## src/design/uto_pkg.sv

```systemverilog
`timescale 1ns / 1ps
// Package for the two-sensor obstacle locator: transaction structs, class codes
// and datapath widths. It has no dependencies of its own.
package uto_pkg;

    // Number of root bits: the root of the radicand stays below 2^30.
    localparam int ROOT_W = 30;
    // Radicand width, two bits per root bit.
    localparam int RAD_W  = 2 * ROOT_W;
    // Quotient bits of the final rounding divide.
    localparam int QUO_W  = 16;
    // Dividend width of the final rounding divide.
    localparam int NUM_W  = 48;

    typedef enum logic [2:0] {
        CLS_NORMAL  = 3'd0,
        CLS_OVER    = 3'd1,
        CLS_BLIND   = 3'd2,
        CLS_NOISE   = 3'd3,
        CLS_INVALID = 3'd4
    } t_cls;

    localparam logic [7:0] STAT_OK    = 8'd0;
    localparam logic [7:0] STAT_NOISE = 8'd2;
    localparam logic [7:0] STAT_BLIND = 8'd16;

    typedef struct packed {
        logic               apex_down;
        logic signed [15:0] ax;
        logic signed [15:0] ay;
        logic signed [15:0] bx;
        logic signed [15:0] by;
        logic [13:0]        dist_left;
        logic [13:0]        dist_right;
        logic [7:0]         stat_left;
        logic [7:0]         stat_right;
    } t_in;

    typedef struct packed {
        logic signed [15:0] obs_x;
        logic signed [15:0] obs_y;
        logic [2:0]         obs_class;
    } t_out;

    // Classified transaction handed from the front end to the back end.
    typedef struct packed {
        t_in  item;
        logic calc;
        t_cls cls;
    } t_job;

    // Queue status seen by the top level.
    typedef struct packed {
        logic full;
        logic empty;
    } t_qstat;

    // Fields that ride along the arithmetic pipeline; stage 2 may clear calc and set the class to invalid.
    typedef struct packed {
        logic signed [15:0] ax;
        logic signed [15:0] ay;
        logic               down;
        logic               calc;
        t_cls               cls;
    } t_side;

    typedef struct packed {
        logic signed [31:0] n;
        logic [29:0]        d;
        logic signed [16:0] dx;
        logic signed [16:0] dy;
        t_side              side;
    } t_mid;

endpackage

```

## src/design/uto_queue.sv

```systemverilog
`timescale 1ns / 1ps
// Two-entry queue between front end and back end; the back end drains one
// transaction per cycle. Depends on uto_pkg.
module uto_queue (
    input  logic            i_clk,
    input  logic            i_rst_n,
    input  logic            i_push,
    input  uto_pkg::t_job   i_job,
    output logic            o_pop,
    output uto_pkg::t_job   o_job,
    output uto_pkg::t_qstat o_stat
);

    uto_pkg::t_job r_mem [0:1];
    logic          r_wp;
    logic          r_rp;
    logic [1:0]    r_cnt;
    logic          w_pop;

    assign w_pop = (r_cnt != 2'd0);

    // Pointers and fill count.
    always_ff @(posedge i_clk) begin
        if (!i_rst_n) begin
            r_wp  <= 1'b0;
            r_rp  <= 1'b0;
            r_cnt <= 2'd0;
        end else begin
            if (i_push) begin
                r_wp <= ~r_wp;
            end
            if (w_pop) begin
                r_rp <= ~r_rp;
            end
            r_cnt <= r_cnt + {1'b0, i_push} - {1'b0, w_pop};
        end
    end

    always_ff @(posedge i_clk) begin
        if (i_push) begin
            r_mem[r_wp] <= i_job;
        end
    end

    assign o_pop        = w_pop;
    assign o_job        = r_mem[r_rp];
    assign o_stat.full  = (r_cnt == 2'd2);
    assign o_stat.empty = (r_cnt == 2'd0);

endmodule

```

## config.mk

```make
export PLATFORM = sky130hd
export DESIGN_NAME = uto_queue
export DESIGN_NICKNAME = d
export VERILOG_FILES = /design/src/design/uto_pkg.sv /design/src/design/uto_queue.sv
export SDC_FILE = /design/constraint.sdc
export NUM_CORES = 1
export LEC_CHECK = 0
export BUFFER_PORTS_ARGS = -buffer_cell sky130_fd_sc_hd__buf_2
export CAP_MARGIN = 10
export CORE_MARGIN = 4
export CORE_UTILIZATION = 56
export DETAILED_ROUTE_END_ITERATION = 10
export PLACE_DENSITY = 0.86
export SETUP_SLACK_MARGIN = 0.2
export SYNTH_ARGS = -nofsm -noshare
export SYNTH_HDL_FRONTEND = slang
export SYNTH_SLANG_ARGS = --single-unit
export TNS_END_PERCENT = 1
```

## constraint.sdc

```tcl
create_clock -name i_clk -period 21.2 [get_ports i_clk]
set_input_delay 4.24 -clock i_clk [delete_from_list [all_inputs] [get_ports i_clk]]
set_output_delay 4.24 -clock i_clk [all_outputs]
set_load 0.01 [all_outputs]
```

==> reports/qor.yml, run 1 <==
global_routing:
  grt_util_all_layers_pct: 17.7
  grt_util_met3_pct: 5.53
  grt_pass1_wl_um: 24700
  grt.busiest_layer: "met2"
  grt_overflow: 0
  antenna_found_initial: 2
  grtUsageMet1_pct: 21.8
  first_global_vias: 4613
  grt_use_met2_pct: 30.3
  grt_start_max_net_pins: 65
hold_path:
  hp-class: "flop to flop"
route:
  post_drt_via_cell_ratio: 5.27
  vias: 4367
  ant_nets: 0
  totalWireLength_um: 16200
  drc_errors: 0
  first_pass_iters: 4
  drt_iter0_markers: 184
  wl_per_cell_um: 19.6
synth:
  post_synth_inst_count: 375
  syn-cell-area_um2: 8660
  synthesis.nets: 492
  ys_seq_area_share_pct: 79.5
  synth-async-reset-ratio_pct: 0
  post_synth.cell_area_avg_um2: 23.1
  synth_top_cell_by_area: "edfxtp_1"
  ys_warn_count: 0
  synthDistinctLibCells: 19
  synth_commonest_cells: "edfxtp_1 (226), mux2_4 (70), mux2_2 (43)"
  synth_top_cell_area_share_pct: 78.3
  synth_edf_count: 226
  synth_flop_cell: "edfxtp_1"
  ys_top_cells_by_area: "edfxtp_1 (78%), mux2_4 (12%), mux2_2 (5.6%)"
  yosysMostFrequentCell: "edfxtp_1"
  ys_seq_elements: 231
setup_path:
  cp-start-kind: "flop"
  end_kind: "primary output"
  path_cells: "buf_4, mux2_2, buf_2"
  slowest_stage: "dfxtp_4"
  cp.arrival_ns: 2.96
  slowest_delay_ns: 0.88
  required_ns: 16.96
  critPathMaxFanout: 63
  cpLargestDelayFamily: "buffers and inverters"
  crit_buf_inv: 2
  worstSetupPathType: "flop to primary output"
sta:
  worst_pin_slew_ns: 1.08
  skew_ns: 0.00725
  post-route-min-period_ns: 7.20
  period_share_pct: 33.9
  rsz0062_at_grt: "no"
  maxSlewViolCount: 0
  relSlewSlack_pct: 28.2
  finalSetupTns_ns: 0
  max_freq_ghz: 0.139
  setup_violations: 0
  hold_viol: 0
floorplan:
  io_pins: 232
  initial_utilization_pct: 57.0
  fp-row-count: 45
  die-area_um2: 17500
  dieWidth_um: 132
  die_h_um: 132
  fp.coreArea_um2: 15200
placement:
  port_buffers: 231
  dpl.hpwl_um: 10500
  placed_area_um2: 9970
  globalplace.congestion: 0.745
cells_and_area:
  diodes: 0
  final_area_um2: 10800
  area_growth_pct: 24.5
  fill_cells: 944
  drive_gt1_share_pct: 60.6
  final_nets: 740
  post-route-util_pct: 70.9
clock_tree:
  cts.htree.levels: 1
  cts_buffers: 24
  cts_buffer_depth: 3
  post-cts-setup-buffers: 0
  cts_tree: "done"
  cts_resized: 0
  clock_latency_ns: 0.49
  cts_root_buf: "clkbuf_16"
  cts_sinks: 231
  holdBufCountCts: 0
  clk_pin_slew_ns: 0.06
outcome:
  status: "complete, no violations"
job:
  cap_violations: 0
power:
  power.density_nw_per_um2: 97.4
  design_power_total_mw: 1.05
  leakagePower_nw: 4.24
  irDropWorstVdd_mv: 0.0672
-- metal layers --
metal / share of wire, % / vias to the layer above / routed length [um]
met1: 39 / 2154 / 6380
met5: 0.13 / - / 21
met2: 50 / 193 / 8080
met3: 8.4 / 37 / 1360
met4: 2.2 / 4 / 362
li1: - / 1979 / -
-- sequential cells by signal (all words and copies together), names as in the netlist, named ones only --
signal  flops
r_wp        1
r_cnt       2
r_rp        1
r_mem     226
-- power by group --
part | leakage, nW | switching [mW] | total, mW | internal, mW
Sequential | 2.16 | 0.00892 | 0.537 | 0.528
Clock | 0.402 | 0.160 | 0.423 | 0.263
Combinational | 1.67 | 0.0444 | 0.0911 | 0.0467
Total | 4.24 | 0.213 | 1.05 | 0.837
-- cells by family (layout without fill, tap and decap cells) --
group	count (synthesis)	count (layout)	synth area share [%]
buffers and inverters	14	279	1.49
adders and majority gates	1	1	0.144
and+or+nand+nor	13	13	0.881
DFF	231	231	79.5
muxes	114	114	17.8
AOI/OAI and AO/OA	2	2	0.144
-- final timing paths --
path	from	slack, ns	cells after the start	to
worst min register to register	r_cnt[1]	0.56	2	r_cnt[1]
worst max register to register	r_wp	18.97	2	r_mem[1][25]
worst min-delay path	r_cnt[1]	0.56	2	r_cnt[1]
worst max-delay path	flop	14.00	3	o_job[1]
-- final cells by class --
cell class	instances	area, um^2	area share [%]
multi-input combinational	130	1660	15.4
clock inverter	15	174	1.61
timing repair buffer	235	1190	11.0
tap	188	235	2.18
sequential	231	6890	63.9
clock buffer	28	637	5.91
inverter	1	3.75	0.0348
-- cells in the final DEF (no fill, tap or decap), drive strengths merged --
cell type / n
and3: 2
nor2b: 4
o21a: 1
ha: 1
o21ai: 1
mux2i: 1
buf: 235
clkinv: 10
or3: 1
nand2: 2
bufinv: 4
or2: 1
and2: 2
edfxtp: 226
mux2: 113
dfxtp: 5
clkbuf: 28
nand2b: 1
inv: 2
-- per-stage QoR --
step	setup WS, ns	hold slack [ns]	cells
2_1_floorplan	11.42	0.494	375
3_3_place_gp	14.55	0.517	785
3_5_place_dp	14.49	0.552	785
4_1_cts	13.97	0.562	828
5_1_grt	13.85	0.590	828
6_report	14.00	0.563	828
-- worst reg2reg max path, cell delays in order (launching register included) --
cell and delay [ns]:
dfxtp_1 0.38, and2_4 0.65, buf_4 0.79
Power figures use the tool's default switching activity.
==> run 2, diff against run 1 <==
--- a/config.mk
+++ b/config.mk
@@ -8,9 +8,9 @@
 export BUFFER_PORTS_ARGS = -buffer_cell sky130_fd_sc_hd__buf_2
 export CAP_MARGIN = 10
 export CORE_MARGIN = 4
-export CORE_UTILIZATION = 56
+export CORE_UTILIZATION = 47
 export DETAILED_ROUTE_END_ITERATION = 10
-export PLACE_DENSITY = 0.86
+export PLACE_DENSITY = 0.77
 export SETUP_SLACK_MARGIN = 0.2
 export SYNTH_ARGS = -nofsm -noshare
 export SYNTH_HDL_FRONTEND = slang
==> constraint.sdc (replaced) <==
create_clock -name i_clk -period 6.6 [get_ports i_clk]
set_input_delay 1.32 -clock i_clk [delete_from_list [all_inputs] [get_ports i_clk]]
set_output_delay 1.32 -clock i_clk [all_outputs]
set_load 0.01 [all_outputs]
==> reports/qor.yml, run 2 (synthesis results as in run 1) <==
sta:
  worst_pin_slew_ns: 0.800  # was 1.08 ns
  hold_viol: 0  # unchanged
  relSlewSlack_pct: 46.6  # was 28.2%
  post-route-min-period_ns: 3.90
  period_share_pct: 59.1
  rsz0062_at_grt: "no"  # unchanged
  worst_slack_ns: 2.70  # was 14.00 ns
  max_freq_ghz: 0.256
  whs_ns: 0.566  # was 0.563 ns
  skew_ns: 0.00769  # was 0.00725 ns
  setup_violations: 0  # unchanged
  maxSlewViolCount: 0  # unchanged
  finalSetupTns_ns: 0  # unchanged
placement:
  globalplace.congestion: 0.725  # was 0.745
  dp_slack_ns: 3.15  # was 14.49 ns
  dp.cells: 827  # was 785
  port_buffers: 231  # unchanged
  placed_area_um2: 10000  # was 9970 um^2
  dpl.hpwl_um: 11100  # was 10500 um
setup_path:
  r2r_start: "r_wp"  # unchanged
  cp.arrival_ns: 2.58  # was 2.96 ns
  cpLargestDelayFamily: "buffers and inverters"  # unchanged
  slowest_delay_ns: 0.80  # was 0.88 ns
  reg2reg_depth: 2  # unchanged
  end_kind: "primary output"  # unchanged
  critPathMaxFanout: 47  # was 63
  r2r-end: "r_mem[1][52]"  # was r_mem[1][25]
  cp-start-kind: "flop"  # unchanged
  worstSetupPathType: "flop to primary output"  # unchanged
  path_cells: "buf_4, mux2_2, buf_2"  # unchanged
  slowest_stage: "dfxtp_4"  # unchanged
  crit_buf_inv: 2  # unchanged
  r2r_slack_ns: 4.40  # was 18.97 ns
  required_ns: 5.28  # was 16.96 ns
clock_tree:
  cts_sinks: 231  # unchanged
  cts_buffers: 24  # unchanged
  clk_pin_slew_ns: 0.06  # about the same
  cts_tree: "done"  # unchanged
  cts.htree.levels: 1  # unchanged
  holdBufCountCts: 0  # unchanged
  post-cts-setup-buffers: 0  # unchanged
  clock_latency_ns: 0.50  # was 0.49 ns
  cts_buffer_depth: 3  # unchanged
  cts_resized: 0  # unchanged
  cts_root_buf: "clkbuf_16"  # unchanged
global_routing:
  grt_start_max_net_pins: 61  # was 65
  grt_overflow: 0  # unchanged
  grt_util_all_layers_pct: 15.0  # was 17.7%
  first_global_vias: 4746  # was 4613
  grt_pass1_wl_um: 24300  # was 24700 um
  antenna_found_initial: 2  # unchanged
power:
  power.density_nw_per_um2: 301  # was 97.4 nW/um^2
  design_power_total_mw: 3.24  # was 1.05 mW
  irDropWorstVdd_mv: 0.200  # was 0.0672 mV
  leakagePower_nw: 4.20  # was 4.24 nW
cells_and_area:
  post-route-util_pct: 59.7  # was 70.9%
  final_nets: 741  # was 740
  final_cell_mix: "buf_2 (231), edfxtp_1 (226), mux2_4 (70), mux2_2 (43), clkbuf_16 (25)"  # unchanged
  multiInputGateArea_um2: 1660  # unchanged
  fill_cells: 1320  # was 944
  final_area_um2: 10800  # about the same
  area_growth_pct: 24.3  # was 24.5%
  mostFrequentLayoutCell: "buf_2"  # unchanged
  drive_gt1_share_pct: 60.5  # was 60.6%
  top_register: "r_mem"  # unchanged
  largest_reg_flops: 226  # unchanged
  fin_cells: 872  # was 828
  register_area_um2: 6890  # unchanged
  top_regs: "r_mem: 226 flops, r_cnt: 2 flops"  # unchanged
floorplan:
  die_h_um: 144  # was 132 um
  fp-row-count: 49  # was 45
  dieWidth_um: 144  # was 132 um
  fp.coreArea_um2: 18000  # was 15200 um^2
  die-area_um2: 20700  # was 17500 um^2
  initial_utilization_pct: 48.1  # was 57.0%
  io_pins: 232  # unchanged
hold_path:
  whs_path_depth: 2  # unchanged
  hp-start: "r_cnt[1]"  # unchanged
  min_to: "r_cnt[1]"  # unchanged
  hp-class: "flop to flop"  # unchanged
route:
  post_drt_via_cell_ratio: 4.96  # was 5.27
  drt_iter0_markers: 179  # was 184
  drc_errors: 0  # unchanged
  wl_per_cell_um: 18.4  # was 19.6 um
  ant_nets: 0  # unchanged
  totalWireLength_um: 16100  # was 16200 um
  first_pass_iters: 4  # unchanged
  vias: 4324  # was 4367
job:
  cap_violations: 0  # unchanged
outcome:
  status: "complete, no violations"  # unchanged
## run 2: cell count changes in the layout (fill, tap and decap cells not counted), sizes merged
cell / change
buf: +1
bufinv: -3
clkbuf: +3
clkinv: -2
clkinvlp: +2
diode: +3
inv: -1
## run 2: worst max-delay path by stage
stage | startpoint | endpoint | slack, ns | depth (start not counted)
4_1_cts | flop | o_job[33] | 2.62 | 3
3_5_place_dp | flop | o_job[33] | 3.15 | 3
3_3_place_gp | flop | o_job[0] | 3.21 | 3
2_1_floorplan | i_push | r_mem[0][0] | 1.88 | 1
5_1_grt | flop | o_job[33] | 2.52 | 3
6_report | flop | o_job[41] | 2.70 | 3
## run 2: metal layers
| layer | wire, um | GRT usage, % |
|---|---|---|
| met1 | 5930 | 17.5 |
| met2 | 8190 | 26.6 |
| met3 | 1630 | 4.49 |
| met4 | 329 | 4.66 |
| met5 | 7 | 0 |
## run 2: layout make-up
cell class	instances	area share (%)
diodes	3	0.0697
well taps	229	2.66
clock buffers	31	6.02
clock inverters	11	0.767
multi-input cells	130	15.4
flip-flops and latches	231	64.0
repair buffers	236	11.1
inverters	1	0.0349
## run 2: worst reg2reg max path, stage by stage (launching register included)
cell and delay (ns):
dfxtp_1 0.38, and2_4 0.64, buf_4 0.76
## run 2: where the power goes
group          leakage [nW]  internal, mW  switching, mW
Clock                 0.356         0.729          0.501
Sequential             2.16          1.69         0.0264
Combinational          1.68         0.149          0.144
Total                  4.20          2.57          0.671
